**src/hdl/bma_pkg.sv**
```systemverilog
// ----------------------------------------------------------------------------
// bma_pkg
// Shared widths, register map, level codes and reset values for the battery
// monitor averager.
// ----------------------------------------------------------------------------
package bma_pkg;

  // sample and average width
  localparam int DATA_W = 16;
  localparam int LEVEL_W = 3;

  // default window depths
  localparam int BATTERY_TAPS_DEF = 8;
  localparam int AUX_TAPS_DEF = 8;

  // register map
  localparam int REG_COUNT = 5;
  localparam int REG_IDX_W = 3;
  localparam int PADDR_W = 5;
  localparam int PDATA_W = 32;

  localparam logic [REG_IDX_W-1:0] REG_CRIT          = 3'd0;
  localparam logic [REG_IDX_W-1:0] REG_EMPTY         = 3'd1;
  localparam logic [REG_IDX_W-1:0] REG_QUARTER       = 3'd2;
  localparam logic [REG_IDX_W-1:0] REG_HALF          = 3'd3;
  localparam logic [REG_IDX_W-1:0] REG_THREE_QUARTER = 3'd4;

  // threshold reset values in millivolts
  localparam logic [DATA_W-1:0] CRIT_RST          = 16'd3000;
  localparam logic [DATA_W-1:0] EMPTY_RST         = 16'd3300;
  localparam logic [DATA_W-1:0] QUARTER_RST       = 16'd3500;
  localparam logic [DATA_W-1:0] HALF_RST          = 16'd3700;
  localparam logic [DATA_W-1:0] THREE_QUARTER_RST = 16'd3900;

  // battery level codes
  localparam logic [LEVEL_W-1:0] LEVEL_CRIT          = 3'd0;
  localparam logic [LEVEL_W-1:0] LEVEL_EMPTY         = 3'd1;
  localparam logic [LEVEL_W-1:0] LEVEL_QUARTER       = 3'd2;
  localparam logic [LEVEL_W-1:0] LEVEL_HALF          = 3'd3;
  localparam logic [LEVEL_W-1:0] LEVEL_THREE_QUARTER = 3'd4;
  localparam logic [LEVEL_W-1:0] LEVEL_FULL          = 3'd5;

endpackage

```
**src/hdl/battery_monitor_averager.sv**
```systemverilog
// ----------------------------------------------------------------------------
// battery_monitor_averager
// Boxcar averages of battery voltage, load current, USB voltage and USB
// current, with a six-step battery level from five programmable thresholds.
// ----------------------------------------------------------------------------
//
//   channel  | signals                                  | moves
//   ---------+------------------------------------------+----------------------
//   input    | in_valid/in_ready + sample fields        | one sample set
//   output   | out_valid/out_ready + average fields     | one averaged result
//   config   | psel/penable/pwrite/paddr/pwdata/prdata  | threshold registers
//
// One request is taken every cycle while in_ready is high; each result is
// registered through the window update, reciprocal multiply and level stages.
// The windows are rows of tap cells that shift on each accepted request.
// Reset clears the windows, sums and stage valids and loads the threshold reset values.
// A stalled output holds its result; the stages behind it keep filling
// bubbles and in_ready drops only once every stage is full.
//
module battery_monitor_averager #(
  parameter int BATTERY_TAPS = bma_pkg::BATTERY_TAPS_DEF,
  parameter int AUX_TAPS     = bma_pkg::AUX_TAPS_DEF
) (
  input  logic                                clk,
  input  logic                                rst,
  // input channel
  input  logic                                in_valid,
  output logic                                in_ready,
  input  logic [bma_pkg::DATA_W-1:0]          battery_mv,
  input  logic                                battery_valid,
  input  logic [bma_pkg::DATA_W-1:0]          load_ma,
  input  logic [bma_pkg::DATA_W-1:0]          usb_mv,
  input  logic [bma_pkg::DATA_W-1:0]          usb_ma,
  // output channel
  output logic                                out_valid,
  input  logic                                out_ready,
  output logic [bma_pkg::DATA_W-1:0]          avg_battery_mv,
  output logic [bma_pkg::DATA_W-1:0]          avg_load_ma,
  output logic [bma_pkg::DATA_W-1:0]          avg_usb_mv,
  output logic [bma_pkg::DATA_W-1:0]          avg_usb_ma,
  output logic [bma_pkg::LEVEL_W-1:0]         battery_level,
  // configuration port
  input  logic                                psel,
  input  logic                                penable,
  input  logic                                pwrite,
  input  logic [bma_pkg::PADDR_W-1:0]         paddr,
  input  logic [bma_pkg::PDATA_W-1:0]         pwdata,
  output logic [bma_pkg::PDATA_W-1:0]         prdata,
  output logic                                pready
);

  import bma_pkg::*;

  localparam int BSUM_W = DATA_W + $clog2(BATTERY_TAPS);
  localparam int ASUM_W = DATA_W + $clog2(AUX_TAPS);

  logic [DATA_W-1:0] crit_threshold_mv;
  logic [DATA_W-1:0] empty_threshold_mv;
  logic [DATA_W-1:0] quarter_threshold_mv;
  logic [DATA_W-1:0] half_threshold_mv;
  logic [DATA_W-1:0] three_quarter_threshold_mv;

  logic              cfg_write;
  logic [REG_IDX_W-1:0] reg_idx;

  logic              in_accept;
  logic              primed;
  logic              bat_fill;
  logic              bat_shift;
  logic              aux_fill;
  logic              aux_shift;

  logic [BSUM_W-1:0] bat_sum_next;
  logic [ASUM_W-1:0] load_sum_next;
  logic [ASUM_W-1:0] usbv_sum_next;
  logic [ASUM_W-1:0] usbi_sum_next;

  // pipeline stage valids and stage-ready chain
  logic              s1_valid;
  logic              s2_valid;
  logic              s3_valid;
  logic              s1_ready;
  logic              s2_ready;
  logic              s3_ready;

  logic [BSUM_W-1:0] s1_bat_sum;
  logic [ASUM_W-1:0] s1_load_sum;
  logic [ASUM_W-1:0] s1_usbv_sum;
  logic [ASUM_W-1:0] s1_usbi_sum;

  logic [DATA_W-1:0] bat_quot;
  logic [DATA_W-1:0] load_quot;
  logic [DATA_W-1:0] usbv_quot;
  logic [DATA_W-1:0] usbi_quot;

  logic [DATA_W-1:0] s2_bat_avg;
  logic [DATA_W-1:0] s2_load_avg;
  logic [DATA_W-1:0] s2_usbv_avg;
  logic [DATA_W-1:0] s2_usbi_avg;

  logic [DATA_W-1:0]  s3_bat_avg;
  logic [DATA_W-1:0]  s3_load_avg;
  logic [DATA_W-1:0]  s3_usbv_avg;
  logic [DATA_W-1:0]  s3_usbi_avg;
  logic [LEVEL_W-1:0] s3_level;
  logic [LEVEL_W-1:0] level_next;

  // threshold registers
  assign pready    = 1'b1;
  assign cfg_write = psel & penable & pwrite & pready;
  assign reg_idx   = paddr[PADDR_W-1:2];

  always_ff @(posedge clk) begin
    if (rst) begin
      crit_threshold_mv          <= CRIT_RST;
      empty_threshold_mv         <= EMPTY_RST;
      quarter_threshold_mv       <= QUARTER_RST;
      half_threshold_mv          <= HALF_RST;
      three_quarter_threshold_mv <= THREE_QUARTER_RST;
    end else if (cfg_write) begin
      case (reg_idx)
        REG_CRIT:          crit_threshold_mv          <= pwdata[DATA_W-1:0];
        REG_EMPTY:         empty_threshold_mv         <= pwdata[DATA_W-1:0];
        REG_QUARTER:       quarter_threshold_mv       <= pwdata[DATA_W-1:0];
        REG_HALF:          half_threshold_mv          <= pwdata[DATA_W-1:0];
        REG_THREE_QUARTER: three_quarter_threshold_mv <= pwdata[DATA_W-1:0];
        default: begin
        end
      endcase
    end
  end

  // register read
  always_comb begin
    case (reg_idx)
      REG_CRIT:          prdata = {{(PDATA_W-DATA_W){1'b0}}, crit_threshold_mv};
      REG_EMPTY:         prdata = {{(PDATA_W-DATA_W){1'b0}}, empty_threshold_mv};
      REG_QUARTER:       prdata = {{(PDATA_W-DATA_W){1'b0}}, quarter_threshold_mv};
      REG_HALF:          prdata = {{(PDATA_W-DATA_W){1'b0}}, half_threshold_mv};
      REG_THREE_QUARTER: prdata = {{(PDATA_W-DATA_W){1'b0}}, three_quarter_threshold_mv};
      default:           prdata = '0;
    endcase
  end

  // stage ready chain, bubbles collapse behind a stalled output
  assign s3_ready  = ~s3_valid | out_ready;
  assign s2_ready  = ~s2_valid | s3_ready;
  assign s1_ready  = ~s1_valid | s2_ready;
  assign in_ready  = s1_ready;
  assign in_accept = in_valid & in_ready;

  // first request primes the aux windows, and the battery window if battery_valid, with its own values
  assign bat_fill  = in_accept & ~primed & battery_valid;
  assign bat_shift = in_accept & primed & battery_valid;
  assign aux_fill  = in_accept & ~primed;
  assign aux_shift = in_accept & primed;

  always_ff @(posedge clk) begin
    if (rst) begin
      primed <= 1'b0;
    end else if (in_accept) begin
      primed <= 1'b1;
    end
  end

  // the four windows
  bma_window #(.TAPS(BATTERY_TAPS), .DATA_W(DATA_W), .SUM_W(BSUM_W)) u_bat_win (
    .clk      (clk),
    .rst      (rst),
    .shift_en (bat_shift),
    .fill_en  (bat_fill),
    .sample   (battery_mv),
    .sum_next (bat_sum_next)
  );

  bma_window #(.TAPS(AUX_TAPS), .DATA_W(DATA_W), .SUM_W(ASUM_W)) u_load_win (
    .clk      (clk),
    .rst      (rst),
    .shift_en (aux_shift),
    .fill_en  (aux_fill),
    .sample   (load_ma),
    .sum_next (load_sum_next)
  );

  bma_window #(.TAPS(AUX_TAPS), .DATA_W(DATA_W), .SUM_W(ASUM_W)) u_usbv_win (
    .clk      (clk),
    .rst      (rst),
    .shift_en (aux_shift),
    .fill_en  (aux_fill),
    .sample   (usb_mv),
    .sum_next (usbv_sum_next)
  );

  bma_window #(.TAPS(AUX_TAPS), .DATA_W(DATA_W), .SUM_W(ASUM_W)) u_usbi_win (
    .clk      (clk),
    .rst      (rst),
    .shift_en (aux_shift),
    .fill_en  (aux_fill),
    .sample   (usb_ma),
    .sum_next (usbi_sum_next)
  );

  // stage 1: sums after this request, battery sum zeroed for an invalid sample
  always_ff @(posedge clk) begin
    if (rst) begin
      s1_valid <= 1'b0;
    end else if (s1_ready) begin
      s1_valid <= in_accept;
    end
  end

  always_ff @(posedge clk) begin
    if (in_accept) begin
      s1_bat_sum  <= battery_valid ? bat_sum_next : '0;
      s1_load_sum <= load_sum_next;
      s1_usbv_sum <= usbv_sum_next;
      s1_usbi_sum <= usbi_sum_next;
    end
  end

  // stage 2: divide by tap count
  bma_div_taps #(.TAPS(BATTERY_TAPS), .DATA_W(DATA_W), .SUM_W(BSUM_W)) u_bat_div (
    .sum  (s1_bat_sum),
    .quot (bat_quot)
  );

  bma_div_taps #(.TAPS(AUX_TAPS), .DATA_W(DATA_W), .SUM_W(ASUM_W)) u_load_div (
    .sum  (s1_load_sum),
    .quot (load_quot)
  );

  bma_div_taps #(.TAPS(AUX_TAPS), .DATA_W(DATA_W), .SUM_W(ASUM_W)) u_usbv_div (
    .sum  (s1_usbv_sum),
    .quot (usbv_quot)
  );

  bma_div_taps #(.TAPS(AUX_TAPS), .DATA_W(DATA_W), .SUM_W(ASUM_W)) u_usbi_div (
    .sum  (s1_usbi_sum),
    .quot (usbi_quot)
  );

  always_ff @(posedge clk) begin
    if (rst) begin
      s2_valid <= 1'b0;
    end else if (s2_ready) begin
      s2_valid <= s1_valid;
    end
  end

  always_ff @(posedge clk) begin
    if (s2_ready && s1_valid) begin
      s2_bat_avg  <= bat_quot;
      s2_load_avg <= load_quot;
      s2_usbv_avg <= usbv_quot;
      s2_usbi_avg <= usbi_quot;
    end
  end

  // stage 3: battery level, thresholds tried in rising order
  always_comb begin
    if (s2_bat_avg <= crit_threshold_mv) begin
      level_next = LEVEL_CRIT;
    end else if (s2_bat_avg <= empty_threshold_mv) begin
      level_next = LEVEL_EMPTY;
    end else if (s2_bat_avg <= quarter_threshold_mv) begin
      level_next = LEVEL_QUARTER;
    end else if (s2_bat_avg <= half_threshold_mv) begin
      level_next = LEVEL_HALF;
    end else if (s2_bat_avg <= three_quarter_threshold_mv) begin
      level_next = LEVEL_THREE_QUARTER;
    end else begin
      level_next = LEVEL_FULL;
    end
  end

  always_ff @(posedge clk) begin
    if (rst) begin
      s3_valid <= 1'b0;
    end else if (s3_ready) begin
      s3_valid <= s2_valid;
    end
  end

  always_ff @(posedge clk) begin
    if (s3_ready && s2_valid) begin
      s3_bat_avg  <= s2_bat_avg;
      s3_load_avg <= s2_load_avg;
      s3_usbv_avg <= s2_usbv_avg;
      s3_usbi_avg <= s2_usbi_avg;
      s3_level    <= level_next;
    end
  end

  // output register
  assign out_valid      = s3_valid;
  assign avg_battery_mv = s3_bat_avg;
  assign avg_load_ma    = s3_load_avg;
  assign avg_usb_mv     = s3_usbv_avg;
  assign avg_usb_ma     = s3_usbi_avg;
  assign battery_level  = s3_level;

  // a zero battery average is always at or below every threshold
  assert property (@(posedge clk) disable iff (rst)
    (out_valid && avg_battery_mv == '0) |-> battery_level == LEVEL_CRIT)
    else $error("zero battery average without critical level");

  // level never beyond full
  assert property (@(posedge clk) disable iff (rst)
    out_valid |-> battery_level <= LEVEL_FULL)
    else $error("battery level out of range");

  // windows stay primed until reset
  assert property (@(posedge clk) disable iff (rst) !$fell(primed))
    else $error("primed flag dropped without reset");

  // a window is never filled and shifted together
  assert property (@(posedge clk) disable iff (rst)
    !(aux_fill && aux_shift) && !(bat_fill && bat_shift))
    else $error("window fill and shift together");

  // a full pipeline stalled at the output takes no new request
  assert property (@(posedge clk) disable iff (rst)
    (s1_valid && s2_valid && s3_valid && !out_ready) |-> !in_ready)
    else $error("request taken into a full pipeline");

endmodule

```
**src/hdl/bma_tap_cell.sv**
```systemverilog
// ----------------------------------------------------------------------------
// bma_tap_cell
// One tap of a boxcar window: holds one sample and takes its neighbour's
// sample on a shift, or the fill value when the window is primed.
// ----------------------------------------------------------------------------
module bma_tap_cell #(
  parameter int DATA_W = bma_pkg::DATA_W
) (
  input  logic              clk,
  input  logic              rst,
  input  logic              shift_en,
  input  logic              fill_en,
  input  logic [DATA_W-1:0] fill_value,
  input  logic [DATA_W-1:0] prev_value,
  output logic [DATA_W-1:0] value
);

  logic [DATA_W-1:0] sample;

  // tap storage, cleared so an unprimed window reads as zero
  always_ff @(posedge clk) begin
    if (rst) begin
      sample <= '0;
    end else if (fill_en) begin
      sample <= fill_value;
    end else if (shift_en) begin
      sample <= prev_value;
    end
  end

  assign value = sample;

endmodule

```
**src/hdl/bma_window.sv**
```systemverilog
// ----------------------------------------------------------------------------
// bma_window
// Boxcar window built as a row of tap cells with a running sum; the oldest
// sample drops off the far end of the row as a new one enters.
// ----------------------------------------------------------------------------
module bma_window #(
  parameter int TAPS   = bma_pkg::BATTERY_TAPS_DEF,
  parameter int DATA_W = bma_pkg::DATA_W,
  parameter int SUM_W  = DATA_W + $clog2(TAPS)
) (
  input  logic              clk,
  input  logic              rst,
  input  logic              shift_en,
  input  logic              fill_en,
  input  logic [DATA_W-1:0] sample,
  output logic [SUM_W-1:0]  sum_next
);

  logic [DATA_W-1:0] tap_q [TAPS];
  logic [SUM_W-1:0]  sum;
  logic [SUM_W:0]    push_sum;
  logic [SUM_W-1:0]  fill_sum;

  // chain of cells, first cell takes the new sample
  for (genvar i = 0; i < TAPS; i++) begin : g_tap
    if (i == 0) begin : g_head
      bma_tap_cell #(.DATA_W(DATA_W)) u_cell (
        .clk        (clk),
        .rst        (rst),
        .shift_en   (shift_en),
        .fill_en    (fill_en),
        .fill_value (sample),
        .prev_value (sample),
        .value      (tap_q[i])
      );
    end else begin : g_body
      bma_tap_cell #(.DATA_W(DATA_W)) u_cell (
        .clk        (clk),
        .rst        (rst),
        .shift_en   (shift_en),
        .fill_en    (fill_en),
        .fill_value (sample),
        .prev_value (tap_q[i-1]),
        .value      (tap_q[i])
      );
    end
  end

  // running sum update: drop the oldest tap, add the new sample
  assign push_sum = {1'b0, sum} - {{(SUM_W+1-DATA_W){1'b0}}, tap_q[TAPS-1]}
                  + {{(SUM_W+1-DATA_W){1'b0}}, sample};
  assign fill_sum = SUM_W'({{(SUM_W-DATA_W){1'b0}}, sample} * SUM_W'(TAPS));

  always_comb begin
    if (fill_en) begin
      sum_next = fill_sum;
    end else if (shift_en) begin
      sum_next = push_sum[SUM_W-1:0];
    end else begin
      sum_next = sum;
    end
  end

  always_ff @(posedge clk) begin
    if (rst) begin
      sum <= '0;
    end else begin
      sum <= sum_next;
    end
  end

endmodule

```
**src/hdl/bma_div_taps.sv**
```systemverilog
// ----------------------------------------------------------------------------
// bma_div_taps
// Truncating division of a window sum by the tap count, done as a multiply
// by a rounded-up reciprocal and a shift; exact for every sum of SUM_W bits.
// ----------------------------------------------------------------------------
module bma_div_taps #(
  parameter int TAPS   = bma_pkg::AUX_TAPS_DEF,
  parameter int DATA_W = bma_pkg::DATA_W,
  parameter int SUM_W  = DATA_W + $clog2(TAPS)
) (
  input  logic [SUM_W-1:0]  sum,
  output logic [DATA_W-1:0] quot
);

  localparam int SHIFT = SUM_W + $clog2(TAPS);
  localparam int MULT_W = SUM_W + 1;
  localparam int PROD_W = SUM_W + MULT_W;
  localparam longint unsigned MULT_VAL =
    ((64'd1 << SHIFT) + 64'(TAPS) - 64'd1) / 64'(TAPS);
  localparam logic [MULT_W-1:0] MULT = MULT_W'(MULT_VAL);

  logic [PROD_W-1:0] prod;

  // reciprocal multiply, quotient sits above the shift point
  assign prod = {{MULT_W{1'b0}}, sum} * {{SUM_W{1'b0}}, MULT};
  assign quot = prod[SHIFT +: DATA_W];

endmodule
```
**config.mk**
```make
export PLATFORM = sky130hd
export DESIGN_NAME = battery_monitor_averager
export DESIGN_NICKNAME = d
export VERILOG_FILES = /design/src/hdl/bma_pkg.sv /design/src/hdl/battery_monitor_averager.sv /design/src/hdl/bma_tap_cell.sv /design/src/hdl/bma_window.sv /design/src/hdl/bma_div_taps.sv
export SDC_FILE = /design/constraint.sdc
export NUM_CORES = 2
export LEC_CHECK = 0
export BUFFER_PORTS_ARGS = -buffer_cell sky130_fd_sc_hd__clkbuf_2
export CAP_MARGIN = 20
export CELL_PAD_IN_SITES_DETAIL_PLACEMENT = 0
export CELL_PAD_IN_SITES_GLOBAL_PLACEMENT = 1
export CORE_UTILIZATION = 53
export DETAILED_ROUTE_END_ITERATION = 6
export PLACE_DENSITY_LB_ADDON = 0.1
export SLEW_MARGIN = 25
export SYNTH_ARGS = -nofsm -noshare
export SYNTH_HDL_FRONTEND = slang
export SYNTH_HIERARCHICAL = 1
export SYNTH_SLANG_ARGS = --single-unit
```
**constraint.sdc**
```tcl
create_clock -name clk -period 25.9 [get_ports clk]
set_input_delay 2.59 -clock clk [delete_from_list [all_inputs] [get_ports clk]]
set_output_delay 2.59 -clock clk [all_outputs]
set_load 0.02 [all_outputs]
```
==> qor_table.md <==
| Quantity | Value | Unit |
|---|---|---|
| Outcome | finished clean | - |
| R2r endpoint | u_usbv_win/sum[9] | - |
| Via-to-Cell Ratio | 5.50 | - |
| Final critical delay including setup and external delays | 7.24 | ns |
| H-tree depth | 3 | - |
| Critical path's largest stage delay | 0.64 | ns |
| Violation count after the first detailed-routing iteration | 1787 | - |
| Final #Nets | 4844 | - |
| Clock Skews | 0.0208 | ns |
| Leakage power | 18.6 | nW |
| Power density over the cells | 71.2 | mW/mm2 |
| Worst-Margin Slew | 1.06 | ns |
| Worst reg2reg setup slack | 20.80 | ns |
| Number of antenna violations at the first check in global routing | 0 | - |
| Number of cells produced by synthesis | 4553 | - |
| Total power consumption of the routed design | 3.60 | mW |
| WS Path Type | in2out | - |
| Root cell of the clock tree | clkbuf_16 | - |
| Number of design rule violations left after detail routing | 0 | - |
| Number of failing setup endpoints in the final timing report | 0 | - |
| Sum of net half-perimeters after detailed placement | 69.3 | mm |
| Met3 usage | 2.91 | % |
| Via count of the first global-routing pass | 30500 | - |
| M1 GR Usage | 34.5 | % |
| DR pass1 iterations | 5 | - |
| Fmax | 0.138 | GHz |
| Data required time of the critical path | 23.31 | ns |
| First-pass GRT wire length | 171 | mm |
| Horizontal extent of the die | 301 | um |
| FF-to-FF path depth | 12 | - |
| Total of max-cap violations | 0 | - |
| Count of antenna-violating nets left after detailed routing | 0 | - |
| CTS clk-pin slew, worst paths | 0.06 | ns |
| Detail-routed net length per standard cell | 18.4 | um |
| Count of pins on the block boundary | 211 | - |
| Final design utilization | 57.2 | % |
| Register area | 0.0193 | mm2 |
| Clock latency at the later pin of the worst-skew pair | 0.66 | ns |
| Total grt overflow | 0 | - |
| Effective utilization at floorplan | 53.5 | % |
| R2R Path Start | out_valid | - |
| Worst relative slew slack | 29.5 | % |
| Global placer's final weighted congestion | 0.870 | - |
| Port Buffer Count | 175 | - |
| Share of the cycle needed by the critical path after routing | 28.0 | % |
| Number of core rows | 109 | - |
| Post-CTS Repair Setup Buffers | 0 | - |
| Endpoint of the worst setup timing path | prdata[5] | - |
| Synthesized area divided by synthesized cell count | 10.4 | um2 |
| Tot GR Track Use | 23.1 | % |
| Largest fanout on the critical path | 23 | - |
| Critical path arrival | 4.65 | ns |
| Number of instances in the placed design | 5584 | - |
| Worst-case vdd ir drop | 0.0524 | mV |
| Count of final hold-check violations | 0 | - |
| Cell depth of the worst min-delay path | 0 | - |
| Final total negative setup slack | 0 | ns |
| Footprint of the multi-input gates | 0.0241 | mm2 |
| Critical path, cell by cell | clkbuf_2 -> nor2_1 -> and2_1 -> nand2_1 -> o21ai_0 -> a221o_1 -> clkbuf_2 | - |
| Post-cts resize count | 0 | - |
| Post-Syn Area | 0.0473 | mm2 |
| Routed via count | 31700 | - |
| Ant diodes | 0 | - |
| Total clock sinks | 867 | - |
| TritonCTS Buffers | 94 | - |
| Critical-path top delay cell | and2_1 | - |
| Fillcell total | 7722 | - |
| Min-Delay Path Class | reg2reg | - |
| Area inside the core boundary | 0.0884 | mm2 |
| Die outline area | 0.0904 | mm2 |
| Global-route met2 utilization | 35.6 | % |
| Unrepaired setup endpoints after global routing | no | - |
| Critical path endpoint category | output pin | - |
| Grt peak-use layer | met2 | - |
| TritonCTS clock tree | done | - |
| Largest net degree at the start of global routing | 243 | - |
| Yosys warns | 6 | - |
| Kind of launch point of the worst setup path | primary input | - |
| Total of hold buffers inserted after clock tree synthesis | 0 | - |
| Height of the chip | 301 | um |
| Critical path's most frequent cell | clkbuf_2 | - |
| Layout cells sized above 1 | 15.4 | % |
| Maximum number of buffers from clock root to sink | 3 | - |
| Final Max Tran Viols | 0 | - |
| Final Non-Filler Cells | 5755 | - |
| Layout overhead on the synthesized area | 6.83 | % |
| Startpoint of the most critical setup path | paddr[3] | - |
| Routed Wire Length | 106 | mm |
[worst min path at each step]
stage,slack [ns],to,start
after global routing,0.42,s2_bat_avg[10],s1_bat_sum[13]
final,0.41,s2_usbv_avg[10],s1_usbv_sum[13]
after floorplan,0.40,avg_load_ma[0],s2_load_avg[0]
after global placement,0.40,s2_usbi_avg[13],s1_usbi_sum[16]
after detailed placement,0.40,avg_load_ma[15],s2_load_avg[15]
after CTS,0.41,s2_load_avg[6],s1_load_sum[9]
[worst max-delay path, delay by kind of cell]
family / cells / cell delay (ns)
buffers and inverters: 2 / 0.68
AO/OA/AOI/OAI: 2 / 0.32
AND/OR/NAND/NOR: 3 / 1.05
[routing by layer]
layer	vias to the layer above	wire length [um]
met5	-	0
met4	0	1660
met3	119	3520
met2	433	47000
met1	15100	53500
li1	16000	-
[cell usage in the layout (no fill, tap or decap), types with 6 or more instances in the layout]
master	n
o21a_1	15
a21oi_1	221
o22ai_1	8
ha_1	156
o211ai_1	43
clkbuf_2	174
mux2i_1	547
clkbuf_16	95
conb_1	17
nand3_1	31
a211oi_2	326
a211oi_1	226
o21ai_0	79
edfxtp_1	195
xor2_1	12
bufinv_16	8
nand4_1	24
clkinv_2	15
xnor2_1	35
or3_1	6
fa_1	64
inv_1	383
a221o_1	17
a221oi_1	6
clkbuf_1	24
nand2b_1	11
buf_4	21
o21ai_1	18
a221oi_2	8
nor2b_1	568
a21o_1	24
nor3_1	63
and2_1	29
dfxtp_1	672
nor2_1	83
clkinv_1	7
clkbuf_8	10
and3_1	10
nand2_1	236
[per-stage QoR]
step / hold slack (ns) / setup WS (ns) / cell area (um2)
after floorplan: 0.400 / 12.64 / 47300
after global placement: 0.401 / 18.47 / 47400
after detailed placement: 0.405 / 18.48 / 47400
after CTS: 0.415 / 18.66 / 50500
after global routing: 0.418 / 18.52 / 50500
final: 0.414 / 18.66 / 50500
[state kept, by name, summed over array words and instances (netlist names), 19 cells and up]
signal / cells
u_load_win/sum: 19
u_usbv_win/sum: 19
u_load_win/g_tap.g_body.u_cell/value: 112
u_usbi_win/sum: 19
u_bat_win/g_tap.g_body.u_cell/value: 112
u_bat_win/sum: 19
u_usbv_win/g_tap.g_body.u_cell/value: 112
u_usbi_win/g_tap.g_body.u_cell/value: 112
[power breakdown]
| group | internal [mW] | leakage [nW] | switching, mW |
|---|---|---|---|
| Sequential | 1.49 | 7.41 | 0.0553 |
| Combinational | 0.285 | 9.65 | 0.419 |
| Clock | 0.786 | 1.50 | 0.564 |
[final cells by class]
type	instances	share of cell area (%)
Clock buffer	129	5.16
Clock inverter	42	0.966
Inverter	385	2.86
Multi-Input combinational cell	2964	47.6
Sequential cell	867	38.2
Tap cell	1165	2.89
Timing Repair Buffer	203	2.27
(Power assumes the default switching activity.)
